### config.mk
export PLATFORM = sky130hd
export DESIGN_NAME = ltfh_ram
export DESIGN_NICKNAME = d
export VERILOG_FILES = /design/src/hw/rtl/ltfh_ram.sv
export SDC_FILE = /design/constraint.sdc
export NUM_CORES = 1
export LEC_CHECK = 0
export BUFFER_PORTS_ARGS = -buffer_cell sky130_fd_sc_hd__buf_2
export CELL_PAD_IN_SITES_DETAIL_PLACEMENT = 0
export CELL_PAD_IN_SITES_GLOBAL_PLACEMENT = 2
export CORE_MARGIN = 3
export CORE_UTILIZATION = 45
export CTS_CLUSTER_SIZE = 16
export DETAILED_ROUTE_END_ITERATION = 10
export PLACE_DENSITY = 0.74
export SLEW_MARGIN = 20
export SYNTH_ARGS = -nofsm -noshare
export SYNTH_HDL_FRONTEND = slang
export SYNTH_SLANG_ARGS = --single-unit
### constraint.sdc
create_clock -name clk -period 1.7 [get_ports clk]
set_input_delay 0.17 -clock clk [delete_from_list [all_inputs] [get_ports clk]]
set_output_delay 0.17 -clock clk [all_outputs]
set_load 0.005 [all_outputs]
### src/hw/rtl/ltfh_ram.sv
`default_nettype none
// ---------------------------------------------------------------------------
// ltfh_ram
// Generic single-write, single-read RAM with registered read data.
// ---------------------------------------------------------------------------
module ltfh_ram #(
	parameter int WIDTH = 8,
	parameter int DEPTH = 64,
	parameter int AW    = (DEPTH > 1) ? $clog2(DEPTH) : 1
) (
	input  wire logic             clk,
	input  wire logic             we,
	input  wire logic [AW-1:0]    waddr,
	input  wire logic [WIDTH-1:0] wdata,
	input  wire logic [AW-1:0]    raddr,
	output logic      [WIDTH-1:0] rdata
);

	logic [WIDTH-1:0] mem_q [DEPTH];

	always_ff @(posedge clk) begin
		if (we) begin
			mem_q[waddr] <= wdata;
		end
		rdata <= mem_q[raddr];
	end

endmodule
`default_nettype wire

* Yosys cells after proc, flatten, opt, wreduce, memory -nomap -nowiden
Memories as Yosys holds them, arrays and structs flattened. A register that Yosys moved wholly into a read port is not among the register bits. Index checks and enable logic that the tools add are counted.
Word-level totals: flip-flop bits (word level) 0, RAM bits 512, input bits 22, output and inout bits 8, word-level logic and storage cells 3, memories 1
Cells by class: mux-type cells 2
Memory list:
- mem_q | depth 64, width 8, read ports 1, clocked after Yosys merged registers in 1, write ports 1, RTL line 19 | logic [WIDTH-1:0] mem_q [DEPTH];
Operator list (count):
- $mux 1 | 2

* Depth between registers and ports, before layout
Gate-level depths: netlist of run 1.
depth after elaboration 2, gate-level depth with buffers 9

* Worst setup path after synthesis of run 1
No wires, ideal clock.
path type input port to flip-flop, start point input raddr[1], end point register rdata[3] (read register of mem_q), setup time 128 ps, arrival time 1710 ps, setup slack -138 ps, stages 7, cell sequence buf_4 > buf_2 > buf_2 > mux4_2 > mux4_2 > o21ai_1 > o41ai_1
RTL lines:
- start: declaration | RTL line 15 | input wire logic [AW-1:0] raddr,
- end: declaration | RTL line 16 | output logic [WIDTH-1:0] rdata

==> reports/metrics.cfg, run 1 <==
[setup_path]
worstPathCellList = mux4_2, mux2_4, o221a_4, nor3_2, buf_4, o32ai_2
required_ns = 2.17
worst_path_largest_cell_delay_ns = 0.48
endpoint_kind = flop
setup.worst_path.class = reg -> reg
critical_path_peak_fanout = 1
critical_path.n_buffers_inverters = 1
crit_arrival_ns = 2.30
start_kind = flop
timing.critical_path.slowest_stage_cell = sky130_fd_sc_hd__mux4_2
critPathTopFamily = multiplexers

[yosys]
synthArstFlopShare = 0
synth_seq_area_share = 0.7703
synth-xor-area-share = 0
yosysWarnings = 0
ys_seq_elements = 520
synth-adder-area-share = 0
yosys-top-cells-count = 512 x sky130_fd_sc_hd__edfxtp_1, 126 x sky130_fd_sc_hd__mux4_2, 83 x sky130_fd_sc_hd__nor2_1, 23 x sky130_fd_sc_hd__mux2i_1, 19 x sky130_fd_sc_hd__nand2_1
synth_enable_flop_cells = 512
number_of_nets_produced_by_synthesis = 962
post-synth-top-area-cell = sky130_fd_sc_hd__edfxtp_1
main_combinational_cell_family_by_area_after_synthesis = multiplexers
synth.cell_area_um2 = 20170
synth_cells = 940
synthFlopType = sky130_fd_sc_hd__edfxtp_1
post_synth.cell_area_avg_um2 = 21.45
synth.area.top_cells = sky130_fd_sc_hd__edfxtp_1 76%, sky130_fd_sc_hd__mux4_2 14%, sky130_fd_sc_hd__nor2_1 1.5%, sky130_fd_sc_hd__mux2i_1 1.1%, sky130_fd_sc_hd__dfxtp_1 0.79%
yosysMostFrequentCell = sky130_fd_sc_hd__edfxtp_1
compound_gate_fraction_of_synth_area = 0.02072
synth.area.mux_share = 0.1594
synthSimpleGateAreaFrac = 0.03388
synth_top_area_frac = 0.7624
yosys.cell_types.count = 40

[outcome]
failing_checks = negative setup slack
status = finished, violations left

[floorplanning]
placement_rows = 76
fp.dieH_um = 217.7
starting_density_of_the_core = 0.4620
floorplan.core_area_um2 = 43650
die-area_um2 = 47390
boundaryPins = 30
die_span_x_um = 217.7

[clocking]
clk_root_buffer_cell = sky130_fd_sc_hd__clkbuf_16
cts_made_buffers = 53
tritoncts = built
htreeDepth = 2
clk-insertion-delay-late_ns = 0.59
max-clock-path-buffers = 3
clkSlewWorstSetupHoldPaths_ns = 0.06
cts_post_setup_buffers_inserted = 0
clkSinkCount = 520

[cells_and_area]
antenna_cells = 0
final_net_count = 1183
multi_input_gate_area_in_the_final_layout_um2 = 4431
fill_cells = 3260
drive_above_1_share = 0.3751
final-seq-area_um2 = 15530
area_growth_pct = 20.22

[sta]
relSlewSlack = 0.5089
period_share = 1.077
finalWorstPathRequiredPeriod_ns = 1.831
final-setup-viol-count = 7
rsz_0062_raised_after_global_routing = yes
slew_viol_final = 0
worstMarginPinSlew_ns = 0.7366
clock-skew-final_ns = 0.01038
max_freq_mhz = 546.2
final_critical_path_setup_slack_ns = -0.1308
finalSetupTns_ns = -0.6157
final_hold_viol_count = 0

[route]
met3_wirelength_um = 3316
routed_wl_um = 45420
routed-via-count = 9965
routed_via_density = 5.567
detail_route.wirelength.met1_um = 19420
first_pass_iters = 5
detailedRoute.firstIterationViolations = 889
drc = 0
routed_length_on_met2_um = 21640
routed_len_inst_um = 25.37
top_layer = met5
antenna_violating_nets_post_route = 0

[place]
io_buffers = 29
place.detailed.hpwl_um = 29660
place_congestion = 0.7841

[grt]
grt_antenna_before_repair = 1
grt_pass1_vias = 10330
global_route.usage.total = 0.1983
grt_first_pass_wirelength_um = 68470
globalRouteOverflowTotal = 0
grt_max_degree = 65

[power]
peakVddDrop_mv = 0.8644
static-leakage-power_nw = 7.996
power.density_cell_area_nw_per_um2 = 1153
total_power_mw = 27.94

[flow_run]
cap_violations = 0

[min_path]
holdCritPathClass = in -> reg

cell usage in the layout (no fill, tap or decap), types with 3 or more instances in the layout:
cell type and count:
sky130_fd_sc_hd__edfxtp_1 512, sky130_fd_sc_hd__buf_4 179, sky130_fd_sc_hd__mux4_2 126, sky130_fd_sc_hd__nor2_1 81
sky130_fd_sc_hd__clkbuf_16 55, sky130_fd_sc_hd__buf_2 25, sky130_fd_sc_hd__mux2i_1 23, sky130_fd_sc_hd__nand2_1 19
sky130_fd_sc_hd__nor2b_1 14, sky130_fd_sc_hd__nand3_1 13, sky130_fd_sc_hd__mux2_2 11, sky130_fd_sc_hd__clkbuf_1 10
sky130_fd_sc_hd__bufinv_16 10, sky130_fd_sc_hd__buf_12 10, sky130_fd_sc_hd__clkinv_1 9, sky130_fd_sc_hd__o221ai_1 8
sky130_fd_sc_hd__clkinv_2 8, sky130_fd_sc_hd__dfxtp_1 8, sky130_fd_sc_hd__nand2b_1 7, sky130_fd_sc_hd__o22ai_1 5
sky130_fd_sc_hd__nor3_1 5, sky130_fd_sc_hd__a211oi_1 4, sky130_fd_sc_hd__clkinvlp_4 4, sky130_fd_sc_hd__nand3b_1 3
sky130_fd_sc_hd__a21oi_1 3, sky130_fd_sc_hd__o21ai_2 3, sky130_fd_sc_hd__o22ai_2 3, sky130_fd_sc_hd__a22oi_1 3
sky130_fd_sc_hd__a221oi_1 3, sky130_fd_sc_hd__a221oi_2 3, sky130_fd_sc_hd__o2111ai_1 3, sky130_fd_sc_hd__o2bb2ai_1 3
routing by layer:
layer | global-route usage | vias to the layer above
met3 | 0.04918 | 66
met2 | 0.3101 | 316
li1 | - | 4382
met5 | 0 | -
met1 | 0.2834 | 5199
met4 | 0.05153 | 2
cell type report:
type | count | share of cell area
Timing Repair Buffer | 217 | 0.07024
Sequential cell | 520 | 0.6408
Clock buffer | 65 | 0.05832
Tap cell | 585 | 0.03019
Clock inverter | 34 | 0.01775
Multi-Input combinational cell | 369 | 0.1827
kinds of logic (layout without fill, tap and decap cells):
kind of cell           after synthesis  in the layout
and+or+nand+nor                    153            153
buffers and inverters               51            316
muxes                              162            162
AOI/OAI and AO/OA                   54             54
DFF                                520            520
worst reg2reg max path, delay by kind of cell, from the launching register on:
| family | cells | cell delay (ns) |
|---|---|---|
| muxes | 2 | 0.77 |
| DFF | 1 | 0.37 |
| AOI/OAI and AO/OA | 2 | 0.33 |
| buffers and inverters | 1 | 0.14 |
| and+or+nand+nor | 1 | 0.10 |
state kept, by name (all words and copies together) (netlist names):
signal and count:
rdata 8, mem_q 512
where the power goes:
group / leakage (nW) / total [mW] / internal, mW / switching (mW)
combinational: 2.43 / 1.52 / 0.672 / 0.851
sequential: 4.67 / 14.2 / 14.2 / 0.0480
clock: 0.890 / 12.2 / 7.43 / 4.75
total: 8.00 / 27.9 / 22.3 / 5.65
timing repair:
item                                    in CTS  in global routing
endpoints found under the setup margin       8                  8
pin swaps                                    4                  3
gates cloned                                 0                  0
gates resized for setup                     20                  4
hold buffers                                 2                  0
endpoints found under the hold margin        6                  0
worst paths after layout:
check	slack [ns]	endpoint	start	depth (start not counted)
setup / recovery	-0.13	rdata[4]	mem_q[21][4]	6
setup reg to reg	-0.13	rdata[4]	mem_q[21][4]	6
hold / removal	0.07	mem_q[54][5]	wdata[5]	2
hold reg to reg	0.86	rdata[4]	mem_q[30][4]	3
metrics by stage:
stage	util	instances	setup WS (ns)	cell area, µm²	hold WS, ns
2_1_floorplan	-	940	-0.01845	20210	0.2689
3_3_place_gp	0.5096	1688	-0.5550	22240	0.5739
3_5_place_dp	0.5101	1689	-0.5520	22260	0.5755
4_1_cts	0.5550	1790	-0.1726	24220	0.06177
5_1_grt	0.5555	1790	-0.2135	24240	0.07199
6_report	0.5555	1790	-0.1308	24240	0.07149
Power figures use the tool's default switching activity.
==> run 2, diff against run 1 <==
Settings changed: CORE_ASPECT_RATIO set to 0.75, PLACE_DENSITY 0.74 to 0.79.
==> run 2 against run 1 <==
- the flow still finishes with violations (negative setup slack)
- maximum frequency up 0.16%
- critical path type unchanged
- via count increased by 1.8%
- global-route usage rose by 0.22 points
- combinational power hardly changed
- largest power group unchanged
==> reports/metrics.cfg, run 2 (synthesis gave the netlist of run 1 again) <==
[setup_path]
setup.reg_to_reg.worst_slack_ns = -0.13
crit_arrival_ns = 2.27
worst-r2r-cell-count = 5
endpoint_kind = flop
critical_path_peak_fanout = 1
critPathCapture = rdata[4]
setup.worst_path.class = reg -> reg
start_kind = flop
rr_startpoint = mem_q[25][4]
required_ns = 2.14
timing.rr.end = rdata[4]
critical_path.startpoint = mem_q[25][4]

[sta]
rsz_0062_raised_after_global_routing = yes
clock-skew-final_ns = 0.02769
final-setup-viol-count = 8
period_share = 1.075
relSlewSlack = 0.4926
finalSetupTns_ns = -0.6372
finalWorstPathRequiredPeriod_ns = 1.828
max_freq_mhz = 547.1
slew_viol_final = 0
worstMarginPinSlew_ns = 0.7612
final_hold_viol_count = 0
hold_ws_ns = 0.07679
final_critical_path_setup_slack_ns = -0.1278

[power]
p_seq_frac = 0.543
peakVddDrop_mv = 0.7258
total_power_mw = 26.24
net-switching-power_mw = 5.539
internal-power_mw = 20.70
static-leakage-power_nw = 7.835
clkPwrFrac = 0.398
switching_share = 0.2111
power.density_cell_area_nw_per_um2 = 1099
combPwrFrac = 0.059

[clocking]
clkSlewWorstSetupHoldPaths_ns = 0.06
clkSinkCount = 520
clk_root_buffer_cell = sky130_fd_sc_hd__clkbuf_16
cts_made_buffers = 49
htreeDepth = 2
tritoncts = built
max-clock-path-buffers = 3
post_cts_hold_buffer_count = 0
clk-insertion-delay-late_ns = 0.57

[route]
detail_route.wirelength.met1_um = 20930
drc = 0
routed_wl_um = 46590
routed_via_density = 5.750
routed-via-count = 10140
met3_wirelength_um = 4217
top_layer = met4
first_pass_iters = 5
routed_len_inst_um = 26.41
routed_length_on_met2_um = 20540
detailedRoute.firstIterationViolations = 1022
antenna_violating_nets_post_route = 0

[min_path]
holdCritPathClass = in -> reg
hold_path_depth = 2

[floorplanning]
die-area_um2 = 47420
floorplan.core_area_um2 = 43770
fp.dieH_um = 189.3
starting_density_of_the_core = 0.4608
placement_rows = 66
boundaryPins = 30
die_span_x_um = 250.4

[place]
dp_slack_ns = -0.5515
place_congestion = 0.8000
place.detailed.hpwl_um = 30070
io_buffers = 29

[grt]
global_route.usage.total = 0.2005
grt_pass1_vias = 10320
grt_first_pass_wirelength_um = 69720
grt_antenna_before_repair = 0
grt_max_degree = 65
globalRouteOverflowTotal = 0

[cells_and_area]
drive_above_1_share = 0.3668
final_net_count = 1170
layout_commonest_cell = sky130_fd_sc_hd__edfxtp_1
top_register = mem_q
area_growth_pct = 18.42
antenna_cells = 0
max_reg_flops = 512
layout_common_cells = 512 x sky130_fd_sc_hd__edfxtp_1, 170 x sky130_fd_sc_hd__buf_4, 126 x sky130_fd_sc_hd__mux4_2
top_registers = mem_q x512, rdata x8

[outcome]
failing_checks = negative setup slack
status = finished, violations left

[flow_run]
cap_violations = 0

==> run 2: changes by cell type in the layout (fill, tap and decap cells not counted), moves of 3 or more <==
cell,change
sky130_fd_sc_hd__buf_12,+3
sky130_fd_sc_hd__bufinv_16,-7
sky130_fd_sc_hd__clkinvlp_4,-3
sky130_fd_sc_hd__clkinv_2,+5
sky130_fd_sc_hd__clkbuf_16,-5
sky130_fd_sc_hd__buf_4,-9
==> run 2: repair_timing <==
item                                    CTS  global route
resized for setup                        22             3
setup buffers                             0             0
pin swaps                                 7             2
endpoints found under the hold margin     0             0
endpoints found under the setup margin    8             8
==> run 2: worst min-delay path by stage <==
stage          slack [ns]  startpoint      endpoint
2_1_floorplan        0.27    wdata[0]   mem_q[0][0]
3_3_place_gp         0.65    rdata[7]      rdata[7]
3_5_place_dp         0.64    rdata[3]      rdata[3]
4_1_cts              0.08    wdata[2]  mem_q[32][2]
5_1_grt              0.08    wdata[2]  mem_q[33][2]
6_report             0.08    wdata[2]  mem_q[41][2]
==> run 2: area by class of cell <==
| class | instances | area (µm²) |
|---|---|---|
| Fill cell | 3336 | 19890 |
| Sequential cell | 520 | 15530 |
| Multi-Input combinational cell | 369 | 4434 |
| Timing Repair Buffer | 208 | 1670 |
| Clock buffer | 58 | 1281 |
| Tap cell | 578 | 723.2 |
| Clock inverter | 31 | 237.7 |
==> run 2: worst max-delay path, cell delays in order (launching register included) <==
cell	delay (ns)
sky130_fd_sc_hd__edfxtp_1	0.37
sky130_fd_sc_hd__mux4_2	0.46
sky130_fd_sc_hd__mux2_4	0.27
sky130_fd_sc_hd__o221a_4	0.28
sky130_fd_sc_hd__nor3_4	0.22
sky130_fd_sc_hd__o32ai_2	0.11
==> run 2: through the flow <==
| step | instance area (µm²) | util | instances |
|---|---|---|---|
| 6_report | 23880 | 0.5457 | 1764 |
| 3_3_place_gp | 22240 | 0.5081 | 1675 |
| 5_1_grt | 23880 | 0.5457 | 1764 |
| 4_1_cts | 23860 | 0.5452 | 1764 |
| 2_1_floorplan | 20210 | - | 940 |
| 3_5_place_dp | 22240 | 0.5082 | 1675 |
==> run 2: power by group through the flow <==
stage / clock network [mW] / registers, mW / logic, mW
finish: 10.5 / 14.2 / 1.54
global route: 11.2 / 14.2 / 1.65
CTS: 10.7 / 14.2 / 1.55
detailed placement: 0 / 14.5 / 1.50
global placement: 0 / 14.5 / 1.48
floorplan: 0 / 14.5 / 0.769
==> run 2: per-layer routing <==
layer  global-route usage  vias to the layer above
li1                     -                     4349
met1               0.3139                     5331
met2               0.2857                      406
met3              0.04793                       57
met4              0.04767                        0
met5                    0                        -
